===== src/hdl/clns_pkg.sv =====
// Shared types, command codes and constant tables of the character LCD nibble sequencer.
package clns_pkg;

    localparam int CMD_W          = 3;
    localparam int FIFO_DEPTH_DEF = 2;

    localparam logic [CMD_W-1:0] CMD_INIT   = 3'd0;
    localparam logic [CMD_W-1:0] CMD_INSTR  = 3'd1;
    localparam logic [CMD_W-1:0] CMD_CHAR   = 3'd2;
    localparam logic [CMD_W-1:0] CMD_NUMBER = 3'd3;
    localparam logic [CMD_W-1:0] CMD_GOTO   = 3'd4;

    localparam logic [7:0] ASCII_ZERO = 8'h30;
    localparam logic [7:0] ROW0_BASE  = 8'h80;
    localparam logic [7:0] ROW1_BASE  = 8'hC0;

    localparam logic [2:0] INIT_LAST = 3'd5;
    localparam logic [2:0] POW_LAST  = 3'd4;

    typedef enum logic [1:0] {
        JOB_INIT,
        JOB_BYTE,
        JOB_DEC
    } t_job_kind;

    typedef struct packed {
        t_job_kind   kind;
        logic        rs;
        logic [7:0]  byte_value;
        logic [15:0] number_value;
    } t_job;

    // Instruction bytes of the power-up sequence for 4-bit operation.
    function automatic logic [7:0] init_byte(input logic [2:0] idx);
        logic [7:0] b;
        case (idx)
            3'd0:    b = 8'h33;
            3'd1:    b = 8'h32;
            3'd2:    b = 8'h28;
            3'd3:    b = 8'h0C;
            3'd4:    b = 8'h01;
            3'd5:    b = 8'h06;
            default: b = 8'h00;
        endcase
        return b;
    endfunction

    // Decimal weights, most significant digit first.
    function automatic logic [13:0] dec_weight(input logic [2:0] idx);
        logic [13:0] w;
        case (idx)
            3'd0:    w = 14'd10000;
            3'd1:    w = 14'd1000;
            3'd2:    w = 14'd100;
            3'd3:    w = 14'd10;
            default: w = 14'd1;
        endcase
        return w;
    endfunction

endpackage


===== src/hdl/clns_front.sv =====
// Front end: accepts requests and classifies them into jobs for the queue.
module clns_front (
    input  logic                      i_start,
    input  logic                      i_full,
    input  logic [clns_pkg::CMD_W-1:0] i_command,
    input  logic [7:0]                i_byte_value,
    input  logic [15:0]               i_number_value,
    input  logic                      i_row,
    input  logic [5:0]                i_column,
    output logic                      o_push,
    output clns_pkg::t_job            o_job
);

    logic w_known;

    always_comb begin
        w_known            = 1'b1;
        o_job.kind         = clns_pkg::JOB_BYTE;
        o_job.rs           = 1'b0;
        o_job.byte_value   = i_byte_value;
        o_job.number_value = i_number_value;
        unique case (i_command)
            clns_pkg::CMD_INIT: begin
                o_job.kind = clns_pkg::JOB_INIT;
            end
            clns_pkg::CMD_INSTR: begin
                o_job.kind = clns_pkg::JOB_BYTE;
            end
            clns_pkg::CMD_CHAR: begin
                o_job.rs = 1'b1;
            end
            clns_pkg::CMD_NUMBER: begin
                o_job.kind = clns_pkg::JOB_DEC;
                o_job.rs   = 1'b1;
            end
            clns_pkg::CMD_GOTO: begin
                o_job.byte_value = (i_row ? clns_pkg::ROW1_BASE : clns_pkg::ROW0_BASE)
                                   + {2'b00, i_column};
            end
            default: begin
                // Unused codes produce no writes and are dropped here.
                w_known = 1'b0;
            end
        endcase
    end

    assign o_push = i_start && !i_full && w_known;

endmodule


===== src/hdl/clns_fifo.sv =====
// Short job queue between the front end and the nibble back end.
module clns_fifo #(
    parameter int DEPTH = clns_pkg::FIFO_DEPTH_DEF
) (
    input  logic           i_clk,
    input  logic           i_rst_n,
    input  logic           i_push,
    input  clns_pkg::t_job i_job,
    input  logic           i_pop,
    output clns_pkg::t_job o_job,
    output logic           o_empty,
    output logic           o_full
);

    localparam int PTR_W = (DEPTH > 1) ? $clog2(DEPTH) : 1;
    localparam int CNT_W = $clog2(DEPTH + 1);

    clns_pkg::t_job   r_mem [DEPTH];
    logic [PTR_W-1:0] r_wr_ptr;
    logic [PTR_W-1:0] r_rd_ptr;
    logic [CNT_W-1:0] r_count;
    logic             w_push;
    logic             w_pop;

    assign o_full  = (r_count == CNT_W'(DEPTH));
    assign o_empty = (r_count == '0);
    assign w_push  = i_push && !o_full;
    assign w_pop   = i_pop && !o_empty;
    assign o_job   = r_mem[r_rd_ptr];

    always_ff @(posedge i_clk) begin
        if (w_push) begin
            r_mem[r_wr_ptr] <= i_job;
        end
    end

    always_ff @(posedge i_clk) begin
        if (!i_rst_n) begin
            r_wr_ptr <= '0;
            r_rd_ptr <= '0;
            r_count  <= '0;
        end else begin
            if (w_push) begin
                r_wr_ptr <= (r_wr_ptr == PTR_W'(DEPTH - 1)) ? '0 : r_wr_ptr + 1'b1;
            end
            if (w_pop) begin
                r_rd_ptr <= (r_rd_ptr == PTR_W'(DEPTH - 1)) ? '0 : r_rd_ptr + 1'b1;
            end
            case ({w_push, w_pop})
                2'b10:   r_count <= r_count + 1'b1;
                2'b01:   r_count <= r_count - 1'b1;
                default: r_count <= r_count;
            endcase
        end
    end

endmodule


===== src/hdl/clns_back.sv =====
// Back end: carries out one job at a time and emits registered nibble writes.
module clns_back (
    input  logic           i_clk,
    input  logic           i_rst_n,
    input  clns_pkg::t_job i_job,
    input  logic           i_empty,
    output logic           o_pop,
    output logic           o_strobe,
    output logic           o_reg_select,
    output logic [3:0]     o_nibble,
    output logic           o_byte_done,
    output logic           o_last
);

    typedef enum logic [1:0] {
        ST_IDLE,
        ST_INIT,
        ST_DIV,
        ST_SEND
    } t_state;

    t_state              r_state;
    clns_pkg::t_job_kind r_kind;
    logic                r_rs;
    logic [7:0]          r_byte;
    logic                r_last_byte;
    logic                r_phase;
    logic [2:0]          r_idx;
    logic [15:0]         r_rem;
    logic [3:0]          r_digit;
    logic                r_started;
    logic                r_strobe;
    logic                r_reg_select;
    logic [3:0]          r_nibble;
    logic                r_byte_done;
    logic                r_last;
    logic [15:0]         w_weight;

    assign o_pop    = (r_state == ST_IDLE) && !i_empty;
    assign w_weight = {2'b00, clns_pkg::dec_weight(r_idx)};

    always_ff @(posedge i_clk) begin
        if (!i_rst_n) begin
            r_state  <= ST_IDLE;
            r_strobe <= 1'b0;
            r_phase  <= 1'b0;
        end else begin
            r_strobe <= 1'b0;
            unique case (r_state)
                ST_IDLE: begin
                    if (!i_empty) begin
                        r_kind    <= i_job.kind;
                        r_rs      <= i_job.rs;
                        r_byte    <= i_job.byte_value;
                        r_rem     <= i_job.number_value;
                        r_idx     <= 3'd0;
                        r_digit   <= 4'd0;
                        r_started <= 1'b0;
                        r_phase   <= 1'b0;
                        r_last_byte <= 1'b1;
                        unique case (i_job.kind)
                            clns_pkg::JOB_INIT: r_state <= ST_INIT;
                            clns_pkg::JOB_DEC:  r_state <= ST_DIV;
                            default:            r_state <= ST_SEND;
                        endcase
                    end
                end
                ST_INIT: begin
                    r_byte      <= clns_pkg::init_byte(r_idx);
                    r_last_byte <= (r_idx == clns_pkg::INIT_LAST);
                    r_idx       <= r_idx + 1'b1;
                    r_state     <= ST_SEND;
                end
                ST_DIV: begin
                    // One subtraction of the current weight per cycle.
                    if (r_rem >= w_weight) begin
                        r_rem   <= r_rem - w_weight;
                        r_digit <= r_digit + 1'b1;
                    end else begin
                        r_idx   <= r_idx + 1'b1;
                        r_digit <= 4'd0;
                        if (r_digit != 4'd0 || r_started || r_idx == clns_pkg::POW_LAST) begin
                            r_byte      <= clns_pkg::ASCII_ZERO + {4'b0000, r_digit};
                            r_started   <= 1'b1;
                            r_last_byte <= (r_idx == clns_pkg::POW_LAST);
                            r_state     <= ST_SEND;
                        end
                    end
                end
                ST_SEND: begin
                    r_strobe     <= 1'b1;
                    r_reg_select <= r_rs;
                    if (!r_phase) begin
                        r_nibble    <= r_byte[7:4];
                        r_byte_done <= 1'b0;
                        r_last      <= 1'b0;
                        r_phase     <= 1'b1;
                    end else begin
                        r_nibble    <= r_byte[3:0];
                        r_byte_done <= 1'b1;
                        r_last      <= r_last_byte;
                        r_phase     <= 1'b0;
                        if (r_last_byte) begin
                            r_state <= ST_IDLE;
                        end else if (r_kind == clns_pkg::JOB_INIT) begin
                            r_state <= ST_INIT;
                        end else begin
                            r_state <= ST_DIV;
                        end
                    end
                end
                default: r_state <= ST_IDLE;
            endcase
        end
    end

    assign o_strobe     = r_strobe;
    assign o_reg_select = r_reg_select;
    assign o_nibble     = r_nibble;
    assign o_byte_done  = r_byte_done;
    assign o_last       = r_last;

endmodule


===== src/hdl/char_lcd_nibble_sequencer_top.sv =====
// Top level of the character LCD nibble sequencer for 4-bit LCD mode.
//
// A request is taken at a rising edge where start is high and busy is low.
// The command selects the init sequence, an instruction byte, a data
// character, a decimal number or a cursor move. Unused command codes are
// dropped and cause no writes.
// Every byte leaves as two nibble writes, high nibble first, each shown for
// exactly one cycle with o_strobe high; o_byte_done marks the low nibble and
// o_last the final write of the request. The receiver cannot stall.
// Requests enter a short queue, so busy rises only while that queue is full.
// The back end handles one request at a time. A byte request passes from the
// queue into the back end registers and then to the output registers, which
// show its high nibble; the init sequence fetches each byte from its table and
// then sends it. A decimal number runs a serial subtract loop, one subtraction
// of 10000, 1000, 100, 10 or 1 per cycle; its run time is set by the digit
// values, with up to nine subtractions and one decision step per place and two
// nibble writes per printed digit.
// Synchronous reset empties the queue and returns the back end to idle; no
// write is in flight afterwards.
module char_lcd_nibble_sequencer_top #(
    parameter int FIFO_DEPTH = clns_pkg::FIFO_DEPTH_DEF
) (
    input  logic                       i_clk,
    input  logic                       i_rst_n,
    input  logic                       start,
    output logic                       busy,
    input  logic [clns_pkg::CMD_W-1:0] i_command,
    input  logic [7:0]                 i_byte_value,
    input  logic [15:0]                i_number_value,
    input  logic                       i_row,
    input  logic [5:0]                 i_column,
    output logic                       o_strobe,
    output logic                       o_reg_select,
    output logic [3:0]                 o_nibble,
    output logic                       o_byte_done,
    output logic                       o_last
);

    clns_pkg::t_job w_push_job;
    clns_pkg::t_job w_head_job;
    logic           w_push;
    logic           w_pop;
    logic           w_empty;
    logic           w_full;

    // Classification of the incoming request, including the cursor address.
    clns_front u_front (
        .i_start        (start),
        .i_full         (w_full),
        .i_command      (i_command),
        .i_byte_value   (i_byte_value),
        .i_number_value (i_number_value),
        .i_row          (i_row),
        .i_column       (i_column),
        .o_push         (w_push),
        .o_job          (w_push_job)
    );

    // The queue decouples request intake from the slow nibble output.
    clns_fifo #(
        .DEPTH (FIFO_DEPTH)
    ) u_fifo (
        .i_clk   (i_clk),
        .i_rst_n (i_rst_n),
        .i_push  (w_push),
        .i_job   (w_push_job),
        .i_pop   (w_pop),
        .o_job   (w_head_job),
        .o_empty (w_empty),
        .o_full  (w_full)
    );

    // The back end walks the init table, the digit loop or a single byte.
    clns_back u_back (
        .i_clk        (i_clk),
        .i_rst_n      (i_rst_n),
        .i_job        (w_head_job),
        .i_empty      (w_empty),
        .o_pop        (w_pop),
        .o_strobe     (o_strobe),
        .o_reg_select (o_reg_select),
        .o_nibble     (o_nibble),
        .o_byte_done  (o_byte_done),
        .o_last       (o_last)
    );

    assign busy = w_full;

endmodule


===== config.mk =====
export PLATFORM = sky130hd
export DESIGN_NAME = char_lcd_nibble_sequencer_top
export DESIGN_NICKNAME = d
export VERILOG_FILES = /design/src/hdl/clns_pkg.sv /design/src/hdl/clns_front.sv /design/src/hdl/clns_fifo.sv /design/src/hdl/clns_back.sv /design/src/hdl/char_lcd_nibble_sequencer_top.sv
export SDC_FILE = /design/constraint.sdc
export NUM_CORES = 1
export LEC_CHECK = 0
export BUFFER_PORTS_ARGS = -buffer_cell sky130_fd_sc_hd__buf_2
export CAP_MARGIN = 20
export CORE_MARGIN = 3
export CORE_UTILIZATION = 54
export DETAILED_ROUTE_END_ITERATION = 8
export HOLD_SLACK_MARGIN = 0.1
export PLACE_DENSITY = 0.76
export SLEW_MARGIN = 20
export SYNTH_ARGS = -nofsm -noshare
export SYNTH_HDL_FRONTEND = slang
export SYNTH_SLANG_ARGS = --single-unit

===== constraint.sdc =====
create_clock -name i_clk -period 3.51 [get_ports i_clk]
set_input_delay 0.1755 -clock i_clk [delete_from_list [all_inputs] [get_ports i_clk]]
set_output_delay 0.1755 -clock i_clk [all_outputs]
set_load 0.005 [all_outputs]

==> results of run 1 <==
==> metrics by stage <==
stage	cell area (µm²)	total power, mW	worst slack [ps]	hold WS, ps	instances
finish	6050	4.67	246	131	632
global placement	5660	3.83	364	363	598
floorplan	5300	3.38	26.2	274	436
global route	6050	4.98	11.5	124	632
detailed placement	5660	3.87	190	367	598
CTS	6040	4.63	201	117	632
==> path summary, 6_finish.rpt <==
path	slack [ps]	endpoint	depth (start not counted)	start
setup / recovery	250	u_back.r_rem[1]$_DFFE_PP_	14	u_back.r_idx[0]$_SDFFCE_PP0P_
setup reg to reg	250	u_back.r_rem[1]$_DFFE_PP_	14	u_back.r_idx[0]$_SDFFCE_PP0P_
hold reg to reg	430	u_back.o_reg_select$_DFFE_PP_	0	u_back.r_rs$_DFFE_PP_
hold / removal	130	u_fifo.r_mem[0][22]$_DFFE_PP_	2	i_byte_value[6]
==> cells in the mapped netlist, types with 2 or more instances <==
| cell | n |
|---|---|
| or3_1 | 4 |
| a31o_2 | 2 |
| nand2b_1 | 6 |
| nor2b_1 | 20 |
| o21ai_0 | 24 |
| dfxtp_1 | 9 |
| a211oi_1 | 16 |
| a22oi_1 | 3 |
| a211o_1 | 2 |
| a21o_1 | 3 |
| a21oi_1 | 25 |
| o211ai_1 | 2 |
| and2_1 | 3 |
| buf_1 | 3 |
| a31oi_1 | 5 |
| ha_1 | 25 |
| clkbuf_1 | 12 |
| nor2_1 | 34 |
| nand3_1 | 7 |
| edfxtp_1 | 97 |
| inv_1 | 20 |
| nor3_1 | 9 |
| xnor2_1 | 9 |
| mux2_2 | 17 |
| or2_2 | 2 |
| mux2i_1 | 9 |
| buf_2 | 3 |
| nand3b_1 | 2 |
| o21a_1 | 4 |
| and4_1 | 3 |
| o31ai_1 | 4 |
| xor2_1 | 6 |
| and3_1 | 2 |
| nand4_1 | 2 |
| nand2_1 | 24 |
==> power by group through the flow <==
| stage | Combinational, mW | Sequential [mW] | Clock, mW |
|---|---|---|---|
| 4_1_cts | 2.01 | 1.87 | 0.758 |
| 5_1_grt | 2.27 | 1.90 | 0.815 |
| 2_1_floorplan | 1.52 | 1.87 | 0 |
| 6_report | 2.05 | 1.87 | 0.747 |
| 3_5_place_dp | 1.97 | 1.90 | 0 |
| 3_3_place_gp | 1.94 | 1.89 | 0 |
==> logic make-up after synthesis <==
logic type,after synthesis,synth area share (%)
xor+xnor,15,2.48
fa+ha+maj,26,6.28
compound gates,100,12.4
buf+inv,40,2.98
simple gates,123,12.1
flops,106,58.4
mux,26,5.32
==> area by class of cell <==
cell class | count | area [µm²]
fillers | 690 | 3320
flip-flops and latches | 106 | 3090
multi-input cells | 290 | 2060
repair buffers | 70 | 458
clock buffers | 12 | 166
well taps | 129 | 161
inverters | 21 | 78.8
clock inverters | 4 | 32.5
==> worst max-delay path: stages (launching register included) <==
cell and delay, ps:
edfxtp_1 470, inv_1 120, ha_1 250, nor2_1 60, nor2_1 180, nor3_1 100, ha_1 240, fa_1 390
nand2b_1 200, a21oi_1 220, nor2_1 80, o21bai_1 140, a21oi_1 70, a21oi_1 160, buf_4 260
==> cell usage in the layout (no fill, tap or decap), drive strengths merged, types with 6 or more instances in the layout <==
master and instances:
o21ai 24, mux2 17, nor2b 21, ha 25, nor3 9, a211oi 16
nand2 24, buf 52, inv 22, nand2b 6, mux2i 9, clkbuf 12
nor2 34, xor2 6, nand3 7, edfxtp 97, dfxtp 9, a21oi 25
xnor2 9, dlygate4sd3 18
==> timing repair <==
item	in CTS	in global routing
hold buffers	18	0
setup endpoints to repair	0	14
resized for setup	0	2
hold endpoints to repair	36	0
==> per-layer routing <==
metal | vias up | share of wire [%] | global-route usage [%]
li1 | 1742 | - | -
met1 | 1649 | 47 | 28.2
met2 | 142 | 46 | 30.7
met3 | 11 | 5.8 | 3.34
met4 | 0 | 1.4 | 5.90
met5 | - | 0 | 0
==> flip-flops by register name (all words and copies together), names as in the netlist, named ones only <==
signal,count
u_fifo.r_mem,54
u_back.r_rem,16
u_back.r_byte,8
u_back.o_nibble,4
u_back.r_digit,4
u_back.r_idx,3
u_back.r_kind,2
u_back.r_state,2
u_fifo.r_count,2
u_back.o_byte_done,1
u_back.o_last,1
u_back.o_reg_select,1
u_back.o_strobe,1
u_back.r_last_byte,1
u_back.r_phase,1
u_back.r_rs,1
u_back.r_started,1
u_fifo.r_rd_ptr,1
u_fifo.r_wr_ptr,1
==> summary.txt, run 1 <==
Synth Register Bits: 106
Crit-path max FO: 16
Placer congestion estimate: 0.886
DP Wirelength: 7.10 mm
Period utilisation layout: 93.0%
Share of cells above drive strength 1: 19.5%
Hold Path Class: in -> reg
Num ports: 46
Initial antenna violation count: 0
Die W: 105 µm
WP data required: 3570 ps
Sw Share: 38.3%
Kind of critical path: reg -> reg
Final setup fails: 0
Crit path launch type: flip-flop
Area leader, netlist: edfxtp_1
Maximum vdd drop: 0.000322 V
Share of async-settable or async-resettable flops after synthesis: 0%
Hold Vio Cnt, Final: 0
Vias in the first global route: 3373
CTS tree: done
Seq/Total Area, Yosys: 58.4%
Nets@finish: 561
Reg clk slew, reported paths: 90 ps
Clock skew: 17.9 ps
Die area: 11000 µm²
Min Tclk post-route: 3260 ps
Mapped Nets: 499
Syn Std Cell Area: 5300 µm²
H-tree levels: 3
DRC: 0
Vias after detailed routing: 3544
Die H: 105 µm
Worst slew pin tran: 646 ps
Normalized max-slew margin: 56.7%
Clock sink total: 106
Post-route ant nets: 0
Vias/cell: 5.61
PwrDens: 772 nW/µm²
Gate power share: 43.9%
Status: complete, no violations
Core area: 9370 µm²
Initial Util: 56.5%
Post-synth EDFFs: 97
DR iter-0 viols: 252
Internal Pwr Total: 2.88 mW
Root buf cell: clkbuf_8
Rows: 35
Main synth FF type: edfxtp_1
Clock latency on the worst-skew pair: 370 ps
Clock share of power: 16.0%
Psw: 1.79 mW
Leak Pwr: 2.21 nW
WL final: 10.4 mm
CP Data Arrival Time: 3320 ps
Max-slew violation count: 0
First-pass GRT wire length: 17.0 mm
Gr ovfl total: 0
RSZ-0062 raised after global routing: false
Synth warnings: 0
Average cell area after synthesis: 12.1 µm²
Maximum root-to-sink buffer count: 2
Synth top area share: 55.0%
DR WL/cell: 16.5 µm
Total GRT Usage: 19.6%
Fmax achieved: 306 MHz
TritonRoute pass-1 iters: 4
Max Cap Violations: 0
Cells after Synth: 436
Synth cell types: 53
Dominant cells by area after synthesis: edfxtp_1 (55%), ha_1 (5.9%), mux2_2 (3.6%)
Setup TNS: 0 ps
Core Util, Final: 64.6%
Worst Setup End Kind: flip-flop
Layout area overhead: 14.2%
Reg power frac: 40.1%
# Post-CTS Setup Buffers: 0
CTS Buf Count: 9
Largest net degree at the start of global routing: 42
Number of diodes: 0
IO buf count: 45
(Power assumes the default switching activity.)
==> run 2, diff against run 1 <==
--- a/config.mk
+++ b/config.mk
@@ -5,13 +5,14 @@
 export SDC_FILE = /design/constraint.sdc
 export NUM_CORES = 1
 export LEC_CHECK = 0
+export ABC_AREA = 1
 export BUFFER_PORTS_ARGS = -buffer_cell sky130_fd_sc_hd__buf_2
 export CAP_MARGIN = 20
 export CORE_MARGIN = 3
-export CORE_UTILIZATION = 54
+export CORE_UTILIZATION = 64
 export DETAILED_ROUTE_END_ITERATION = 8
 export HOLD_SLACK_MARGIN = 0.1
-export PLACE_DENSITY = 0.76
+export PLACE_DENSITY = 0.85
 export SLEW_MARGIN = 20
 export SYNTH_ARGS = -nofsm -noshare
 export SYNTH_HDL_FRONTEND = slang
==> constraint.sdc (replaced) <==
create_clock -name i_clk -period 4.06 [get_ports i_clk]
set_input_delay 0.203 -clock i_clk [delete_from_list [all_inputs] [get_ports i_clk]]
set_output_delay 0.203 -clock i_clk [all_outputs]
set_load 0.005 [all_outputs]
==> run 2 against run 1 <==
Synthesized cell count grew 17%. Register-to-register slack better by 520 ps. Critical path type unchanged. Fmax down 0.93%. Largest cell class unchanged.
==> summary.txt, run 2 <==
Status: complete, no violations (unchanged)
DR WL/cell: 16.8 µm (was 16.5 µm)
CP Data Arrival Time: 3310 ps (was 3320 ps)
Synth warnings: 0 (unchanged)
Dominant cells by area after synthesis: edfxtp_1 (56%), nand2_1 (6.9%), ha_1 (6.0%) (was edfxtp_1 (55%), ha_1 (5.9%), mux2_2 (3.6%))
Area leader, netlist: edfxtp_1 (unchanged)
Rows: 32 (was 35)
Max Cap Violations: 0 (unchanged)
Hold Startpoint: i_byte_value[7] (was i_byte_value[6])
Worst slew pin tran: 701 ps (was 646 ps)
Clock latency on the worst-skew pair: 370 ps (about the same)
TritonRoute pass-1 iters: 5 (was 4)
Synth top area share: 55.6% (was 55.0%)
Vias/cell: 5.82 (was 5.61)
Max-slew violation count: 0 (unchanged)
Die area: 9310 µm² (was 11000 µm²)
Hold Vio Cnt, Final: 0 (unchanged)
Psw: 1.93 mW (was 1.79 mW)
Crit-path max FO: 9 (was 16)
Layout area overhead: 12.9% (was 14.2%)
Average cell area after synthesis: 10.2 µm² (was 12.1 µm²)
WL final: 11.5 mm (was 10.4 mm)
Post-place setup slack: 805 ps (was 190 ps)
Syn Std Cell Area: 5240 µm² (was 5300 µm²)
Top Metal Used: met4 (unchanged)
Period utilisation layout: 81.2% (was 93.0%)
Most frequent cell after synthesis: edfxtp_1 (unchanged)
Worst Setup End Kind: flip-flop (unchanged)
Die H: 96.5 µm (was 105 µm)
Fillers: 543 (was 690)
Resized Gates After CTS: 0 (unchanged)
DR iter-0 viols: 364 (was 252)
PwrDens: 749 nW/µm² (was 772 nW/µm²)
Initial Util: 66.8% (was 56.5%)
Largest net degree at the start of global routing: 30 (was 42)
Post-synth EDFFs: 97 (unchanged)
Share of async-settable or async-resettable flops after synthesis: 0% (unchanged)
Cells after Synth: 512 (was 436)
Core area: 7850 µm² (was 9370 µm²)
Worst setup startpoint: u_back.r_idx[0]$_SDFFCE_PP0P_ (unchanged)
Synth cell types: 48 (was 53)
Largest Register: u_fifo.r_mem (unchanged)
Main synth FF type: edfxtp_1 (unchanged)
Gate power share: 48.2% (was 43.9%)
Reg power frac: 38.2% (was 40.1%)
Number of diodes: 0 (unchanged)
Mapped Nets: 575 (was 499)
Num ports: 46 (unchanged)
Main combinational cell family by area after synthesis: simple AND/OR/NAND/NOR gates (was compound AO/OA/AOI/OAI gates)
Post-route worst setup slack: 765 ps (was 246 ps)
Top cell types by occurrence after synthesis: edfxtp_1 (97), nand2_1 (96), nor2_1 (58) (was edfxtp_1 (97), nor2_1 (34), a21oi_1 (25), ha_1 (25))
Reg2reg start: u_back.r_idx[0]$_SDFFCE_PP0P_ (unchanged)
Leak Pwr: 2.44 nW (was 2.21 nW)
Vias in the first global route: 3843 (was 3373)
Final setup fails: 0 (unchanged)
Most common cell after layout, fill and taps aside: edfxtp_1 (unchanged)
WP data required: 4070 ps (was 3570 ps)
Hold Buf Count CTS: 16 (was 18)
Gr ovfl total: 0 (unchanged)
Power, Total: 4.43 mW (was 4.67 mW)
Maximum vdd drop: 0.000356 V (was 0.000322 V)
CTS Buf Count: 9 (unchanged)
Setup TNS: 0 ps (unchanged)
DRC: 0 (unchanged)
Share of cells above drive strength 1: 15.6% (was 19.5%)
Total GRT Usage: 26.7% (was 19.6%)
Clock share of power: 13.6% (was 16.0%)
DP Wirelength: 8.05 mm (was 7.10 mm)
Commonest cells after routing, fill and taps aside: edfxtp_1 (97), nand2_1 (96), nor2_1 (56), inv_1 (54), buf_2 (45) (was edfxtp_1 (97), buf_2 (45), nor2_1 (32), ha_1 (25))
First-pass GRT wire length: 18.6 mm (was 17.0 mm)
CTS tree: done (unchanged)
Multiplexer area fraction after synthesis: 1.50% (was 5.32%)
H-tree levels: 3 (unchanged)
Internal Pwr Total: 2.49 mW (was 2.88 mW)
Max FFs per register: 54 (unchanged)
Clock skew: 8.19 ps (was 17.9 ps)
Maximum root-to-sink buffer count: 2 (unchanged)
Min Tclk post-route: 3300 ps (was 3260 ps)
Met3 Routed Length: 928 µm (was 599 µm)
IO buf count: 45 (unchanged)
Sw Share: 43.7% (was 38.3%)
Biggest regs: u_fifo.r_mem: 54 flops, u_back.r_rem: 16 flops, u_back.r_byte: 8 flops (unchanged)
Placer congestion estimate: 0.963 (was 0.886)
Crit path launch type: flip-flop (unchanged)
# Post-CTS Setup Buffers: 0 (unchanged)
Vias after detailed routing: 3978 (was 3544)
Synth Area in Simple Gates: 15.9% (was 12.1%)
Synth Area in Compound Gates: 11.2% (was 12.4%)
Fmax achieved: 303 MHz (was 306 MHz)
Synth Register Bits: 106 (unchanged)
Post-route ant nets: 0 (unchanged)
DRT met1 WL: 4.76 mm (was 4.92 mm)
Root buf cell: clkbuf_8 (unchanged)
Hold Path Class: in -> reg (unchanged)
Met2 Wirelength: 5.54 mm (was 4.74 mm)
Clock sink total: 106 (unchanged)
Nets@finish: 640 (was 561)
Post-synthesis adder-cell area fraction: 6.35% (was 6.28%)
Reg clk slew, reported paths: 100 ps (was 90 ps)
Kind of critical path: reg -> reg (unchanged)
Normalized max-slew margin: 53.1% (was 56.7%)
Initial antenna violation count: 0 (unchanged)
RSZ-0062 raised after global routing: false (unchanged)
Die W: 96.5 µm (was 105 µm)
XOR/XNOR Fraction of Synth Area: 0.836% (was 2.48%)
Seq/Total Area, Yosys: 59.0% (was 58.4%)
==> run 2: changes by cell type after synthesis, moves of 12 or more <==
cell      previous run  this run
a211oi_1            16         1
a21oi_1             25        37
inv_1               20        54
nand2_1             24        96
nor2_1              34        58
nor2b_1             20         0
==> run 2: worst max-delay path: stages, from the launching register on <==
cell and delay [ps]:
edfxtp_1 480, ha_1 260, ha_1 220, inv_1 90, nand2_1 100, nor2_1 140
ha_1 200, fa_1 170, inv_1 50, nand2_1 70, nand2_1 80, nand3_1 100
nand3_1 90, nand2_1 80, nand2_2 70, nand2_4 110, nand2_1 80, nor2_1 550
==> run 2: power by group through the flow <==
stage / Sequential (mW) / Clock, mW / Combinational (mW)
floorplan: 1.66 / 0 / 1.52
global placement: 1.69 / 0 / 1.96
detailed placement: 1.71 / 0 / 2.04
CTS: 1.68 / 0.604 / 2.08
global route: 1.71 / 0.653 / 2.37
finish: 1.69 / 0.604 / 2.13
==> run 2: path summary, 6_finish.rpt <==
kind,endpoint,slack [ps],cells after the start
worst max-delay path,u_back.r_byte[1]$_DFFE_PP_,760,17
worst min-delay path,u_fifo.r_mem[0][23]$_DFFE_PP_,130,3
worst max register to register,u_back.r_byte[1]$_DFFE_PP_,760,17
worst min register to register,u_back.o_reg_select$_DFFE_PP_,430,0
==> run 2: metrics by stage <==
step	instance area (µm²)	util [%]	std cells	hold WS (ps)
after global placement	5580	71.1	652	390
after CTS	5910	75.4	684	119
final	5910	75.4	684	129
after detailed placement	5580	71.1	652	395
after floorplan	5240	-	512	302
after global routing	5910	75.4	684	126
==> run 2: area by class of cell <==
cell class	instances	area (µm²)	area share (%)
clock inverters	5	46.3	0.783
clock buffers	11	131	2.22
repair buffers	66	423	7.15
well taps	102	128	2.16
multi-input cells	337	1880	31.8
flip-flops and latches	106	3090	52.3
inverters	57	214	3.62
==> run 2: logic make-up (layout without fill, tap and decap cells) <==
family,count (synthesis),in the layout
buffers and inverters,69,139
flip-flops,106,106
AND/OR/NAND/NOR,197,197
multiplexers,7,7
XOR/XNOR,5,5
AO/OA/AOI/OAI,102,102
adder cells (fa/ha/maj),26,26
==> run 2: metal layers <==
layer	vias to the layer above	global-route usage, %
li1	1903	-
met1	1845	35.4
met2	202	42.9
met3	28	6.35
met4	0	9.93
met5	-	0
==> run 3, diff against run 2 <==
--- a/config.mk
+++ b/config.mk
@@ -9,10 +9,10 @@
 export BUFFER_PORTS_ARGS = -buffer_cell sky130_fd_sc_hd__buf_2
 export CAP_MARGIN = 20
 export CORE_MARGIN = 3
-export CORE_UTILIZATION = 64
+export CORE_UTILIZATION = 60
 export DETAILED_ROUTE_END_ITERATION = 8
 export HOLD_SLACK_MARGIN = 0.1
-export PLACE_DENSITY = 0.85
+export PLACE_DENSITY = 0.8
 export SLEW_MARGIN = 20
 export SYNTH_ARGS = -nofsm -noshare
 export SYNTH_HDL_FRONTEND = slang
==> constraint.sdc (replaced) <==
create_clock -name i_clk -period 3.43 [get_ports i_clk]
set_input_delay 0.1715 -clock i_clk [delete_from_list [all_inputs] [get_ports i_clk]]
set_output_delay 0.1715 -clock i_clk [all_outputs]
set_load 0.005 [all_outputs]
==> run 3 against run 2 <==
Cell area grew 0.61%. Register-to-register slack got worse by 410 ps. Clock-buffer cell count rose by 1. Utilization is 4.0 points lower. Fmax increased by 7.1%. Critical path type unchanged. Largest cell class unchanged.
==> summary.txt, run 3 (synthesized netlist as in run 2, its figures left out) <==
Status: complete, no violations (unchanged)
Min Tclk post-route: 3080 ps (was 3300 ps)
Core area: 8340 µm² (was 7850 µm²)
Slowest CP cell: edfxtp_1 (was nor2_1)
Num ports: 46 (unchanged)
H-tree levels: 3 (unchanged)
Fmax achieved: 325 MHz (was 303 MHz)
CP Cell Sequence: ha_1, ha_1, inv_1, nand2_1, nor2_1, ha_1, fa_1, inv_1, nand2_1, nand2_1, nand3_1, nand3_1, nand2_1, nand2_2, nand2_4, nand2_1, nor2_2 (was ha_1, ha_1, inv_1, nand2_1, nor2_1, ha_1, fa_1, inv_1, nand2_1, nand2_1, nand3_1, nand3_1, nand2_1, nand2_2, nand2_4, nand2_1, nor2_1)
Crit-path max FO: 9 (unchanged)
IO buf count: 45 (unchanged)
Vias/cell: 5.71 (was 5.82)
Leak Pwr: 2.45 nW (was 2.44 nW)
Crit path launch type: flip-flop (unchanged)
Die W: 99.5 µm (was 96.5 µm)
Layout area overhead: 13.6% (was 12.9%)
CTS tree: done (unchanged)
Vias after detailed routing: 3928 (was 3978)
Total GRT Usage: 24.4% (was 26.7%)
Final setup fails: 0 (unchanged)
Worst Setup End Kind: flip-flop (unchanged)
Clock sink total: 106 (unchanged)
TritonRoute pass-1 iters: 5 (unchanged)
Maximum vdd drop: 0.000502 V (was 0.000356 V)
Clock skew: 11.9 ps (was 8.19 ps)
Commonest cells after routing, fill and taps aside: edfxtp_1 (97), nand2_1 (96), nor2_1 (55), inv_1 (54), buf_2 (45) (was edfxtp_1 (97), nand2_1 (96), nor2_1 (56), inv_1 (54), buf_2 (45))
Die area: 9890 µm² (was 9310 µm²)
Post-route ant nets: 0 (unchanged)
Reg clk slew, reported paths: 100 ps (about the same)
Die H: 99.5 µm (was 96.5 µm)
Worst slew pin tran: 508 ps (was 701 ps)
WP data required: 3460 ps (was 4070 ps)
Max Cap Violations: 0 (unchanged)
DR WL/cell: 16.8 µm (about the same)
Share of cells above drive strength 1: 16.0% (was 15.6%)
Root buf cell: clkbuf_8 (unchanged)
Post-route insts no fill: 688 (was 684)
Max FFs per register: 54 (unchanged)
Nets@finish: 641 (was 640)
Fillers: 593 (was 543)
FF/Latch Area: 3090 µm² (unchanged)
Setup TNS: 0 ps (unchanged)
Largest net degree at the start of global routing: 29 (was 30)
CP Data Arrival Time: 3110 ps (was 3310 ps)
Initial Util: 62.8% (was 66.8%)
Biggest regs: u_fifo.r_mem: 54 flops, u_back.r_rem: 16 flops, u_back.r_byte: 8 flops (unchanged)
DR iter-0 viols: 318 (was 364)
CTS Buf Count: 9 (unchanged)
Largest Register: u_fifo.r_mem (unchanged)
Gr ovfl total: 0 (unchanged)
Most common cell after layout, fill and taps aside: edfxtp_1 (unchanged)
Max-slew violation count: 0 (unchanged)
CP peak stage delay: 470 ps (was 550 ps)
Initial antenna violation count: 0 (unchanged)
Rows: 33 (was 32)
Maximum root-to-sink buffer count: 2 (unchanged)
Normalized max-slew margin: 66.1% (was 53.1%)
Placer congestion estimate: 0.957 (was 0.963)
First-pass GRT wire length: 18.5 mm (was 18.6 mm)
Clock latency on the worst-skew pair: 370 ps (about the same)
WL final: 11.6 mm (was 11.5 mm)
DRC: 0 (unchanged)
Vias in the first global route: 3732 (was 3843)
Number of diodes: 0 (unchanged)
Core Util, Final: 71.3% (was 75.4%)
Multi-input combinational cell area: 1880 µm² (about the same)
PwrDens: 885 nW/µm² (was 749 nW/µm²)
Period utilisation layout: 89.7% (was 81.2%)
RSZ-0062 raised after global routing: false (unchanged)
Hold Path Class: in -> reg (unchanged)
Power, Total: 5.26 mW (was 4.43 mW)
Cells after DPL: 655 (was 652)
DP Wirelength: 7.81 mm (was 8.05 mm)
Hold Vio Cnt, Final: 0 (unchanged)
Kind of critical path: reg -> reg (unchanged)
CP dominant cell by count: nand2_1 (unchanged)
## run 3: cell types whose count changed in the layout (fill, tap and decap cells not counted), sizes merged
| cell | previous run | this run |
|---|---|---|
| clkinv | 3 | 0 |
| dlygate4sd3 | 16 | 17 |
| clkinvlp | 0 | 1 |
| clkbuf | 11 | 12 |
| inv | 59 | 60 |
## run 3: report_power, final
part / leakage (nW) / total, mW / switching [mW] / internal [mW]
Combinational: 1.38 / 2.51 / 1.68 / 0.834
Sequential: 0.970 / 1.99 / 0.150 / 1.84
Clock: 0.101 / 0.758 / 0.423 / 0.335
## run 3: path summary, 6_finish.rpt
check / end / start / slack (ps) / cells past startpoint
worst min register to register: u_back.o_reg_select$_DFFE_PP_ / u_back.r_rs$_DFFE_PP_ / 430 / 0
worst max-delay path: u_back.r_last_byte$_DFFE_PP_ / u_back.r_idx[0]$_SDFFCE_PP0P_ / 350 / 17
worst max register to register: u_back.r_last_byte$_DFFE_PP_ / u_back.r_idx[0]$_SDFFCE_PP0P_ / 350 / 17
worst min-delay path: u_fifo.r_mem[0][19]$_DFFE_PP_ / i_column[3] / 120 / 2
## run 3: what timing repair did
item / in CTS / in global routing
hold endpoints to repair: 34 / 0
setup buffers: 0 / 0
setup endpoints to repair: 0 / 9
hold buffers: 17 / 0
gates resized for setup: 0 / 1
## run 3: cell type report
cell class	count	area share [%]
Timing Repair Buffer	67	7.28
Clock inverter	4	0.526
Tap cell	105	2.21
Inverter	57	3.60
Multi-Input combinational cell	337	31.6
Clock buffer	12	2.80
Sequential cell	106	52.0
## run 3: worst max-delay path, delay by kind of cell (launching register included)
family        cells  cell delay [ps]
fa+ha+maj         4              850
buf+inv           2              150
simple gates     11             1280
flops             1              470
## run 3: stage by stage
step,hold WS [ps],instance area (µm²),setup WS (ps)
floorplan,270,5240,624
global placement,359,5580,354
detailed placement,364,5580,153
CTS,103,5950,158
global route,108,5950,32.7
finish,116,5950,352
## run 3: layer usage
layer  routed length [µm]  part of all wire, %  GRT usage [%]  vias to the layer above
met3                  777                  6.7           4.77                       18
li1                     -                    -              -                     1898
met5                    0                    0              0                        -
met2                 5460                   47           38.6                      169
met4                  218                  1.9           8.61                        0
met1                 5120                   44           34.1                     1843
